===== config.mk =====
export PLATFORM = sky130hd
export DESIGN_NAME = postfix_integer_evaluator
export DESIGN_NICKNAME = d
export VERILOG_FILES = /design/src/hw/rtl/pie_pkg.sv /design/src/hw/rtl/pie_datapath.sv /design/src/hw/rtl/pie_ctrl.sv /design/src/hw/rtl/postfix_integer_evaluator.sv
export SDC_FILE = /design/constraint.sdc
export NUM_CORES = 2
export LEC_CHECK = 0
export BUFFER_PORTS_ARGS = -buffer_cell sky130_fd_sc_hd__buf_2
export CAP_MARGIN = 20
export CORE_MARGIN = 2
export CORE_UTILIZATION = 45
export DETAILED_ROUTE_END_ITERATION = 12
export SLEW_MARGIN = 25
export SYNTH_ARGS = -nofsm -noshare
export SYNTH_HDL_FRONTEND = slang
export SYNTH_HIERARCHICAL = 1
export SYNTH_SLANG_ARGS = --single-unit

===== constraint.sdc =====
create_clock -name clk -period 10.25 [get_ports clk]
set_clock_uncertainty 0.05 [all_clocks]
set_input_delay 0.5125 -clock clk [delete_from_list [all_inputs] [get_ports clk]]
set_output_delay 0.5125 -clock clk [all_outputs]
set_load 0.01 [all_outputs]

===== src/hw/rtl/pie_pkg.sv =====
// pie_pkg: shared types, constants and error codes for the postfix evaluator.
// No dependencies.
`default_nettype none
package pie_pkg;
	localparam int STACK_DEPTH = 16;
	localparam int VALUE_WIDTH = 32;
	localparam int SP_W = $clog2(STACK_DEPTH);
	localparam int CNT_W = $clog2(STACK_DEPTH + 1);
	localparam int DCNT_W = $clog2(VALUE_WIDTH + 1);

	localparam logic [2:0] ERR_NONE = 3'd0;
	localparam logic [2:0] ERR_CHAR = 3'd1;
	localparam logic [2:0] ERR_UNDER = 3'd2;
	localparam logic [2:0] ERR_LEFT = 3'd3;
	localparam logic [2:0] ERR_EMPTY = 3'd4;
	localparam logic [2:0] ERR_DIVZ = 3'd5;
	localparam logic [2:0] ERR_FULL = 3'd6;
	localparam logic [2:0] ERR_LIT = 3'd7;

	// character classes
	localparam logic [2:0] CC_DIGIT = 3'd0;
	localparam logic [2:0] CC_SPACE = 3'd1;
	localparam logic [2:0] CC_ADD = 3'd2;
	localparam logic [2:0] CC_SUB = 3'd3;
	localparam logic [2:0] CC_MUL = 3'd4;
	localparam logic [2:0] CC_DIV = 3'd5;
	localparam logic [2:0] CC_MOD = 3'd6;
	localparam logic [2:0] CC_BAD = 3'd7;

	typedef struct packed {
		logic [7:0] character;
		logic is_last;
	} in_item_t;

	typedef struct packed {
		logic signed [31:0] answer;
		logic [2:0] error_code;
	} out_item_t;

	// controller -> datapath
	typedef struct packed {
		logic load_item;   // capture the accepted item
		logic lit_step;    // digit handling
		logic end_lit;     // push pending literal
		logic pop_ops;     // read two operands into operand regs
		logic alu_exec;    // add/sub/mul result push
		logic div_start;
		logic div_step;
		logic div_push;
		logic bad_char;    // latch the bad character error
		logic finish;      // form result
		logic clear;       // reset expression state
	} dp_cmd_t;

	// datapath -> controller
	typedef struct packed {
		logic [2:0] cclass;
		logic is_last;
		logic err_set;
		logic div_done;
	} dp_sts_t;
endpackage
`default_nettype wire


===== src/hw/rtl/pie_datapath.sv =====
// pie_datapath: operand stack, literal accumulator, ALU and serial divider.
// Depends on pie_pkg.
`default_nettype none
module pie_datapath (
	input wire logic clk,
	input wire logic arst_n,
	input wire pie_pkg::in_item_t in_item,
	input wire pie_pkg::dp_cmd_t cmd,
	output pie_pkg::dp_sts_t sts,
	output pie_pkg::out_item_t res
);
	localparam int W = pie_pkg::VALUE_WIDTH;

	logic [W-1:0] stack_q [pie_pkg::STACK_DEPTH];
	logic [pie_pkg::CNT_W-1:0] cnt_q;
	logic [W-1:0] lit_q;
	logic in_lit_q;
	logic [2:0] err_q;
	logic [7:0] ch_q;
	logic last_q;
	logic [W-1:0] lhs_q, rhs_q;
	logic [W-1:0] quo_q, rem_q, dvd_q;
	logic [pie_pkg::DCNT_W-1:0] dcnt_q;
	logic is_mod_q, neg_q;

	// character class
	logic [2:0] cc;
	always_comb begin
		case (ch_q)
			8'h2b: cc = pie_pkg::CC_ADD;
			8'h2d: cc = pie_pkg::CC_SUB;
			8'h2a: cc = pie_pkg::CC_MUL;
			8'h2f: cc = pie_pkg::CC_DIV;
			8'h25: cc = pie_pkg::CC_MOD;
			8'h20, 8'h09, 8'h0a, 8'h0b, 8'h0c, 8'h0d: cc = pie_pkg::CC_SPACE;
			default: cc = (ch_q >= 8'h30 && ch_q <= 8'h39) ? pie_pkg::CC_DIGIT
				: pie_pkg::CC_BAD;
		endcase
	end

	// literal limit check: acc*10+d <= 2^(W-1)-1
	logic [W-1:0] d;
	logic [W+3:0] lit_next;
	assign d = W'(ch_q - 8'h30);
	assign lit_next = ({4'b0, lit_q} << 3) + ({4'b0, lit_q} << 1) + {4'b0, d};
	logic lit_ovf;
	assign lit_ovf = lit_next > {5'b0, {(W-1){1'b1}}};

	// ALU for + - *
	logic [W-1:0] alu;
	always_comb begin
		case (cc)
			pie_pkg::CC_ADD: alu = lhs_q + rhs_q;
			pie_pkg::CC_SUB: alu = lhs_q - rhs_q;
			default: alu = W'(lhs_q * rhs_q);
		endcase
	end

	logic [W-1:0] ua, ub;
	assign ua = lhs_q[W-1] ? -lhs_q : lhs_q;
	assign ub = rhs_q[W-1] ? -rhs_q : rhs_q;
	logic [W:0] trial;
	assign trial = {rem_q, dvd_q[W-1]} - {1'b0, ub};

	logic full;
	assign full = cnt_q == pie_pkg::CNT_W'(pie_pkg::STACK_DEPTH);
	logic [pie_pkg::SP_W-1:0] top_idx;
	assign top_idx = cnt_q[pie_pkg::SP_W-1:0];

	// push helper value
	logic push_en;
	logic [W-1:0] push_val;
	always_comb begin
		push_en = 1'b0;
		push_val = lit_q;
		if (cmd.end_lit && in_lit_q && err_q == pie_pkg::ERR_NONE) push_en = 1'b1;
		if (cmd.alu_exec) begin
			push_en = 1'b1;
			push_val = alu;
		end
		if (cmd.div_push) begin
			push_en = 1'b1;
			push_val = is_mod_q ? (neg_q ? -rem_q : rem_q) : (neg_q ? -quo_q : quo_q);
		end
	end

	// stack memory
	always_ff @(posedge clk) begin
		if (push_en && !full) stack_q[top_idx] <= push_val;
	end

	// payload registers
	always_ff @(posedge clk) begin
		if (cmd.load_item) begin
			ch_q <= in_item.character;
			last_q <= in_item.is_last;
		end
		if (cmd.pop_ops) begin
			rhs_q <= stack_q[pie_pkg::SP_W'(cnt_q - 1'b1)];
			lhs_q <= stack_q[pie_pkg::SP_W'(cnt_q - 2'd2)];
		end
		if (cmd.div_start) begin
			dvd_q <= ua;
			rem_q <= '0;
			quo_q <= '0;
			is_mod_q <= cc == pie_pkg::CC_MOD;
			neg_q <= (cc == pie_pkg::CC_MOD) ? lhs_q[W-1] : (lhs_q[W-1] ^ rhs_q[W-1]);
		end else if (cmd.div_step) begin
			dvd_q <= dvd_q << 1;
			if (!trial[W]) begin
				rem_q <= trial[W-1:0];
				quo_q <= {quo_q[W-2:0], 1'b1};
			end else begin
				rem_q <= {rem_q[W-2:0], dvd_q[W-1]};
				quo_q <= {quo_q[W-2:0], 1'b0};
			end
		end
	end

	// control state of the expression
	always_ff @(posedge clk or negedge arst_n) begin
		if (!arst_n) begin
			cnt_q <= '0;
			lit_q <= '0;
			in_lit_q <= 1'b0;
			err_q <= pie_pkg::ERR_NONE;
			dcnt_q <= '0;
		end else if (cmd.clear) begin
			cnt_q <= '0;
			lit_q <= '0;
			in_lit_q <= 1'b0;
			err_q <= pie_pkg::ERR_NONE;
		end else begin
			if (cmd.lit_step) begin
				if (!in_lit_q) begin
					in_lit_q <= 1'b1;
					lit_q <= d;
				end else if (lit_ovf) err_q <= pie_pkg::ERR_LIT;
				else lit_q <= lit_next[W-1:0];
			end
			if (cmd.end_lit && in_lit_q) begin
				in_lit_q <= 1'b0;
				lit_q <= '0;
			end
			if (push_en) begin
				if (full) err_q <= pie_pkg::ERR_FULL;
				else cnt_q <= cnt_q + 1'b1;
			end
			if (cmd.pop_ops) begin
				if (cnt_q < pie_pkg::CNT_W'(2)) err_q <= pie_pkg::ERR_UNDER;
				else cnt_q <= cnt_q - pie_pkg::CNT_W'(2);
			end
			if (cmd.bad_char) err_q <= pie_pkg::ERR_CHAR;
			if (cmd.div_start) begin
				dcnt_q <= pie_pkg::DCNT_W'(W);
				if (rhs_q == '0) err_q <= pie_pkg::ERR_DIVZ;
			end else if (cmd.div_step) dcnt_q <= dcnt_q - 1'b1;
		end
	end

	// result forming
	always_comb begin
		res.answer = '0;
		res.error_code = err_q;
		if (err_q == pie_pkg::ERR_NONE) begin
			if (cnt_q == '0) res.error_code = pie_pkg::ERR_EMPTY;
			else if (cnt_q != pie_pkg::CNT_W'(1)) res.error_code = pie_pkg::ERR_LEFT;
			else res.answer = 32'(signed'(stack_q[0]));
		end
	end

	assign sts.cclass = cc;
	assign sts.is_last = last_q;
	assign sts.err_set = err_q != pie_pkg::ERR_NONE;
	assign sts.div_done = dcnt_q == pie_pkg::DCNT_W'(1);
endmodule
`default_nettype wire


===== src/hw/rtl/pie_ctrl.sv =====
// pie_ctrl: sequencer for one character: decode, pop, execute, divide, finish.
// Depends on pie_pkg.
`default_nettype none
module pie_ctrl (
	input wire logic clk,
	input wire logic arst_n,
	input wire logic in_valid,
	output logic in_stall,
	output logic out_valid,
	input wire logic out_stall,
	output pie_pkg::dp_cmd_t cmd,
	input wire pie_pkg::dp_sts_t sts,
	input wire pie_pkg::out_item_t res,
	output pie_pkg::out_item_t out_data
);
	localparam logic [2:0] S_IDLE = 3'd0;
	localparam logic [2:0] S_DEC = 3'd1;
	localparam logic [2:0] S_OP = 3'd2;
	localparam logic [2:0] S_EXEC = 3'd3;
	localparam logic [2:0] S_DIV = 3'd4;
	localparam logic [2:0] S_PUSH = 3'd5;
	localparam logic [2:0] S_LAST = 3'd6;
	localparam logic [2:0] S_FIN = 3'd7;

	logic [2:0] state_q, state_d;
	logic ovalid_q;
	logic is_div;
	assign is_div = sts.cclass == pie_pkg::CC_DIV || sts.cclass == pie_pkg::CC_MOD;

	assign in_stall = state_q != S_IDLE;
	assign out_valid = ovalid_q;

	// next state and commands
	always_comb begin
		cmd = '0;
		state_d = state_q;
		case (state_q)
			S_IDLE: if (in_valid) begin
				cmd.load_item = 1'b1;
				state_d = S_DEC;
			end
			S_DEC: begin
				state_d = sts.is_last ? S_LAST : S_IDLE;
				if (!sts.err_set) begin
					if (sts.cclass == pie_pkg::CC_DIGIT) cmd.lit_step = 1'b1;
					else begin
						cmd.end_lit = 1'b1;
						if (sts.cclass != pie_pkg::CC_SPACE) state_d = S_OP;
					end
				end
			end
			S_OP: begin
				// literal push may have raised stack full
				state_d = sts.is_last ? S_LAST : S_IDLE;
				if (!sts.err_set) begin
					if (sts.cclass == pie_pkg::CC_BAD) cmd.bad_char = 1'b1;
					else begin
						cmd.pop_ops = 1'b1;
						state_d = S_EXEC;
					end
				end
			end
			S_EXEC: begin
				state_d = sts.is_last ? S_LAST : S_IDLE;
				if (!sts.err_set) begin
					if (is_div) begin
						cmd.div_start = 1'b1;
						state_d = S_DIV;
					end else cmd.alu_exec = 1'b1;
				end
			end
			S_DIV: begin
				if (sts.err_set) state_d = sts.is_last ? S_LAST : S_IDLE;
				else begin
					cmd.div_step = 1'b1;
					if (sts.div_done) state_d = S_PUSH;
				end
			end
			S_PUSH: begin
				cmd.div_push = 1'b1;
				state_d = sts.is_last ? S_LAST : S_IDLE;
			end
			S_LAST: begin
				cmd.end_lit = 1'b1;
				state_d = S_FIN;
			end
			S_FIN: begin
				// wait here while the previous result is still held
				if (!ovalid_q || !out_stall) begin
					cmd.finish = 1'b1;
					cmd.clear = 1'b1;
					state_d = S_IDLE;
				end
			end
			default: state_d = S_IDLE;
		endcase
	end

	// state and result valid
	always_ff @(posedge clk or negedge arst_n) begin
		if (!arst_n) begin
			state_q <= S_IDLE;
			ovalid_q <= 1'b0;
		end else begin
			state_q <= state_d;
			if (cmd.finish) ovalid_q <= 1'b1;
			else if (ovalid_q && !out_stall) ovalid_q <= 1'b0;
		end
	end

	// result register
	always_ff @(posedge clk) begin
		if (cmd.finish) out_data <= res;
	end
endmodule
`default_nettype wire


===== src/hw/rtl/postfix_integer_evaluator.sv =====
// postfix_integer_evaluator: top level joining controller and datapath.
// Depends on pie_pkg, pie_ctrl, pie_datapath.
//
// channel  dir  payload              handshake
// in       in   pie_pkg::in_item_t   in_valid / in_stall
// out      out  pie_pkg::out_item_t  out_valid / out_stall
//
// Digits and spaces pass decode only, bad characters also the op step,
// + - * also execute; / and % divide serially, then push the result.
// A zero divisor skips the push; a last char adds the finish steps.
// Reset clears all control state; the stack needs no clearing.
// A waiting result holds the block in its finish step until taken.
`default_nettype none
module postfix_integer_evaluator (
	input wire logic clk,
	input wire logic arst_n,
	input wire logic in_valid,
	output logic in_stall,
	input wire pie_pkg::in_item_t in_data,
	output logic out_valid,
	input wire logic out_stall,
	output pie_pkg::out_item_t out_data
);
	pie_pkg::dp_cmd_t cmd;
	pie_pkg::dp_sts_t sts;
	pie_pkg::out_item_t res;

	pie_ctrl u_ctrl (
		.clk(clk), .arst_n(arst_n), .in_valid(in_valid), .in_stall(in_stall),
		.out_valid(out_valid), .out_stall(out_stall), .cmd(cmd), .sts(sts),
		.res(res), .out_data(out_data)
	);

	pie_datapath u_dp (
		.clk(clk), .arst_n(arst_n), .in_item(in_data), .cmd(cmd), .sts(sts), .res(res)
	);
endmodule
`default_nettype wire


==> results.md <==
- Outcome: finished clean
- Synthesis-to-layout area growth: 9.34%
- Vias in the first global route: 40300
- Average wire per standard cell: 25.7 um
- First-pass GRT wire length: 263000 um
- TritonCTS Buffers: 84
- Rows: 132
- Area of the die: 0.134 mm2
- Dpl hpwl: 122000 um
- Cells after Synth: 5005
- Die span in x: 366 um
- Count of final setup violators: 0
- Min-Delay Path Depth: 3
- CTS tree: built
- Startpoint of the most critical hold path: out_stall
- Initial Util: 0.454
- Hold EP: u_ctrl/out_valid
- Tmin final: 9.07 ns
- Sum of negative setup slack: 0 ns
- Relative slew slack: 0.235
- Core ar.: 0.130 mm2
- Final routed DRC violation total: 0
- Initial DRC Count: 4210
- Worst EP required: 10.59 ns
- RSZ-0062 raised after global routing: false
- HP Class: in2reg
- Endpoint class of the critical path: register
- PortBufs: 49
- Yosys warning count: 6
- Reg-to-reg slack, setup: 1.18 ns
- CP arrival: 9.41 ns
- WHS: 0.0941 ns
- I/O pin total: 50
- Worst-margin pin slew: 1.15 ns
- Ratio of cells with drive above 1 in the final layout: 0.141
- Synth Cell Area: 0.0588 mm2
- Worst skew pair latency: 0.69 ns
- Worst Setup Start Kind: register
- Clk buf depth: 3
- Final net count: 5652
- CP Max Fanout: 17
- Largest net degree at the start of global routing: 127
- DR vias/cell: 5.96
- Slew Viols, Final: 0
- Clk sinks: 769
- FMAX: 110 MHz
- H-Tree Depth: 3
- Antenna violations before repair: 5
- FF-to-FF Start: u_dp/lhs_q[10]
- Fin crit share: 0.885
- Total Routing Usage GR: 0.266
- Maxcap violations: 0
- Avg Cell Area, Syn: 11.8 um2
- R2R cell count: 24
- Final hold viol count: 0
- Post-Syn Nets: 5698
- Kind of critical path: reg2reg
- Drt first pass iters: 5
- DRT antenna net count: 0
- CTS clk-pin slew, worst paths: 0.06 ns
- GR Overflow Total: 0
- R2R Path End: u_dp/stack_q[11][28]
- Die Y: 366 um
- Routability Congestion: 0.963
- Root Buffer: clkbuf_16
- Final Routed Wirelength: 174000 um
- Vias: 40300
- Post-cts sizing count: 0
[what timing repair did]
| item | 4_1_cts | 5_1_grt |
|---|---|---|
| endpoints found under the hold margin | 60 | 0 |
| buffers inserted | 0 | 0 |
| hold buffers | 10 | 0 |
[worst max path at each step]
stage	from	end	slack, ns	cells after the start
detailed placement	u_dp/lhs_q[10]	u_dp/stack_q[2][28]	1.51	24
global placement	u_dp/lhs_q[10]	u_dp/stack_q[2][28]	1.58	24
floorplan	u_dp/ch_q[4]	u_dp/err_q[1]	0.26	13
CTS	u_dp/lhs_q[10]	u_dp/stack_q[11][28]	1.47	24
finish	u_dp/lhs_q[10]	u_dp/stack_q[11][28]	1.18	24
global route	u_dp/rhs_q[6]	u_dp/stack_q[3][28]	0.87	24
[per-layer routing]
layer  wire length [um]  GRT usage  vias to the layer above
met2              80600      0.419                     1649
met5                 13          0                        -
met3              14100     0.0447                      246
met1              74200      0.378                    20800
li1                   -          -                    17600
met4               5320     0.0812                        2
[state kept, by name, summed over array words and instances, names as in the netlist, 3 cells and up]
signal,count
u_ctrl/out_data,35
u_ctrl/state_q,3
u_dp/ch_q,8
u_dp/cnt_q,5
u_dp/dcnt_q,6
u_dp/dvd_q,32
u_dp/err_q,3
u_dp/lhs_q,32
u_dp/lit_q,32
u_dp/quo_q,32
u_dp/rem_q,32
u_dp/rhs_q,32
u_dp/stack_q,512
[critical path, cell delays in order, from the launching register on]
cell	delay, ns
edfxtp_1	1.02
and2_1	0.25
fa_1	0.44
fa_1	0.43
fa_1	0.55
inv_1	0.05
fa_1	0.47
inv_1	0.05
fa_1	0.50
inv_1	0.05
fa_1	0.53
inv_1	0.05
fa_1	0.50
fa_1	0.42
ha_1	0.36
a21o_1	0.20
a21oi_1	0.14
o21ai_0	0.13
a221oi_1	0.99
a311oi_1	0.30
a31oi_1	0.27
mux2i_1	0.21
a31oi_1	0.11
o211ai_1	0.13
o311a_1	0.57
[per-stage QoR]
step	cells	util	setup WS, ns	cell area (um2)
final	6771	0.496	1.18	64300
after global routing	6769	0.496	0.871	64300
after CTS	6768	0.496	1.47	64300
after detailed placement	6604	0.473	1.51	61400
after global placement	6602	0.473	1.58	61300
after floorplan	5005	-	0.262	58800
[cell usage in the layout (no fill, tap or decap), types with 85 or more instances in the layout]
| cell | count |
|---|---|
| ha_1 | 238 |
| o21ai_0 | 143 |
| inv_1 | 479 |
| fa_1 | 440 |
| xor2_1 | 160 |
| xnor2_1 | 146 |
| and2_1 | 305 |
| nor2_1 | 235 |
| clkbuf_16 | 85 |
| buf_4 | 119 |
| nand2_1 | 494 |
| edfxtp_1 | 654 |
| a21oi_1 | 189 |
| mux4_2 | 321 |
[final cells by class]
cell class	count	area (um2)
Antenna cell	2	5.00
Clock buffer	100	2210
Timing Repair Buffer	184	1350
Sequential cell	769	22200
Tap cell	1742	2180
Multi-Input combinational cell	3439	34000
Clock inverter	54	613
Inverter	481	1810
Fill cell	11500	65300
Power is left out: the tool's default activity adds up to more than one toggle a clock period on the data nets, which glitch-free logic cannot reach.
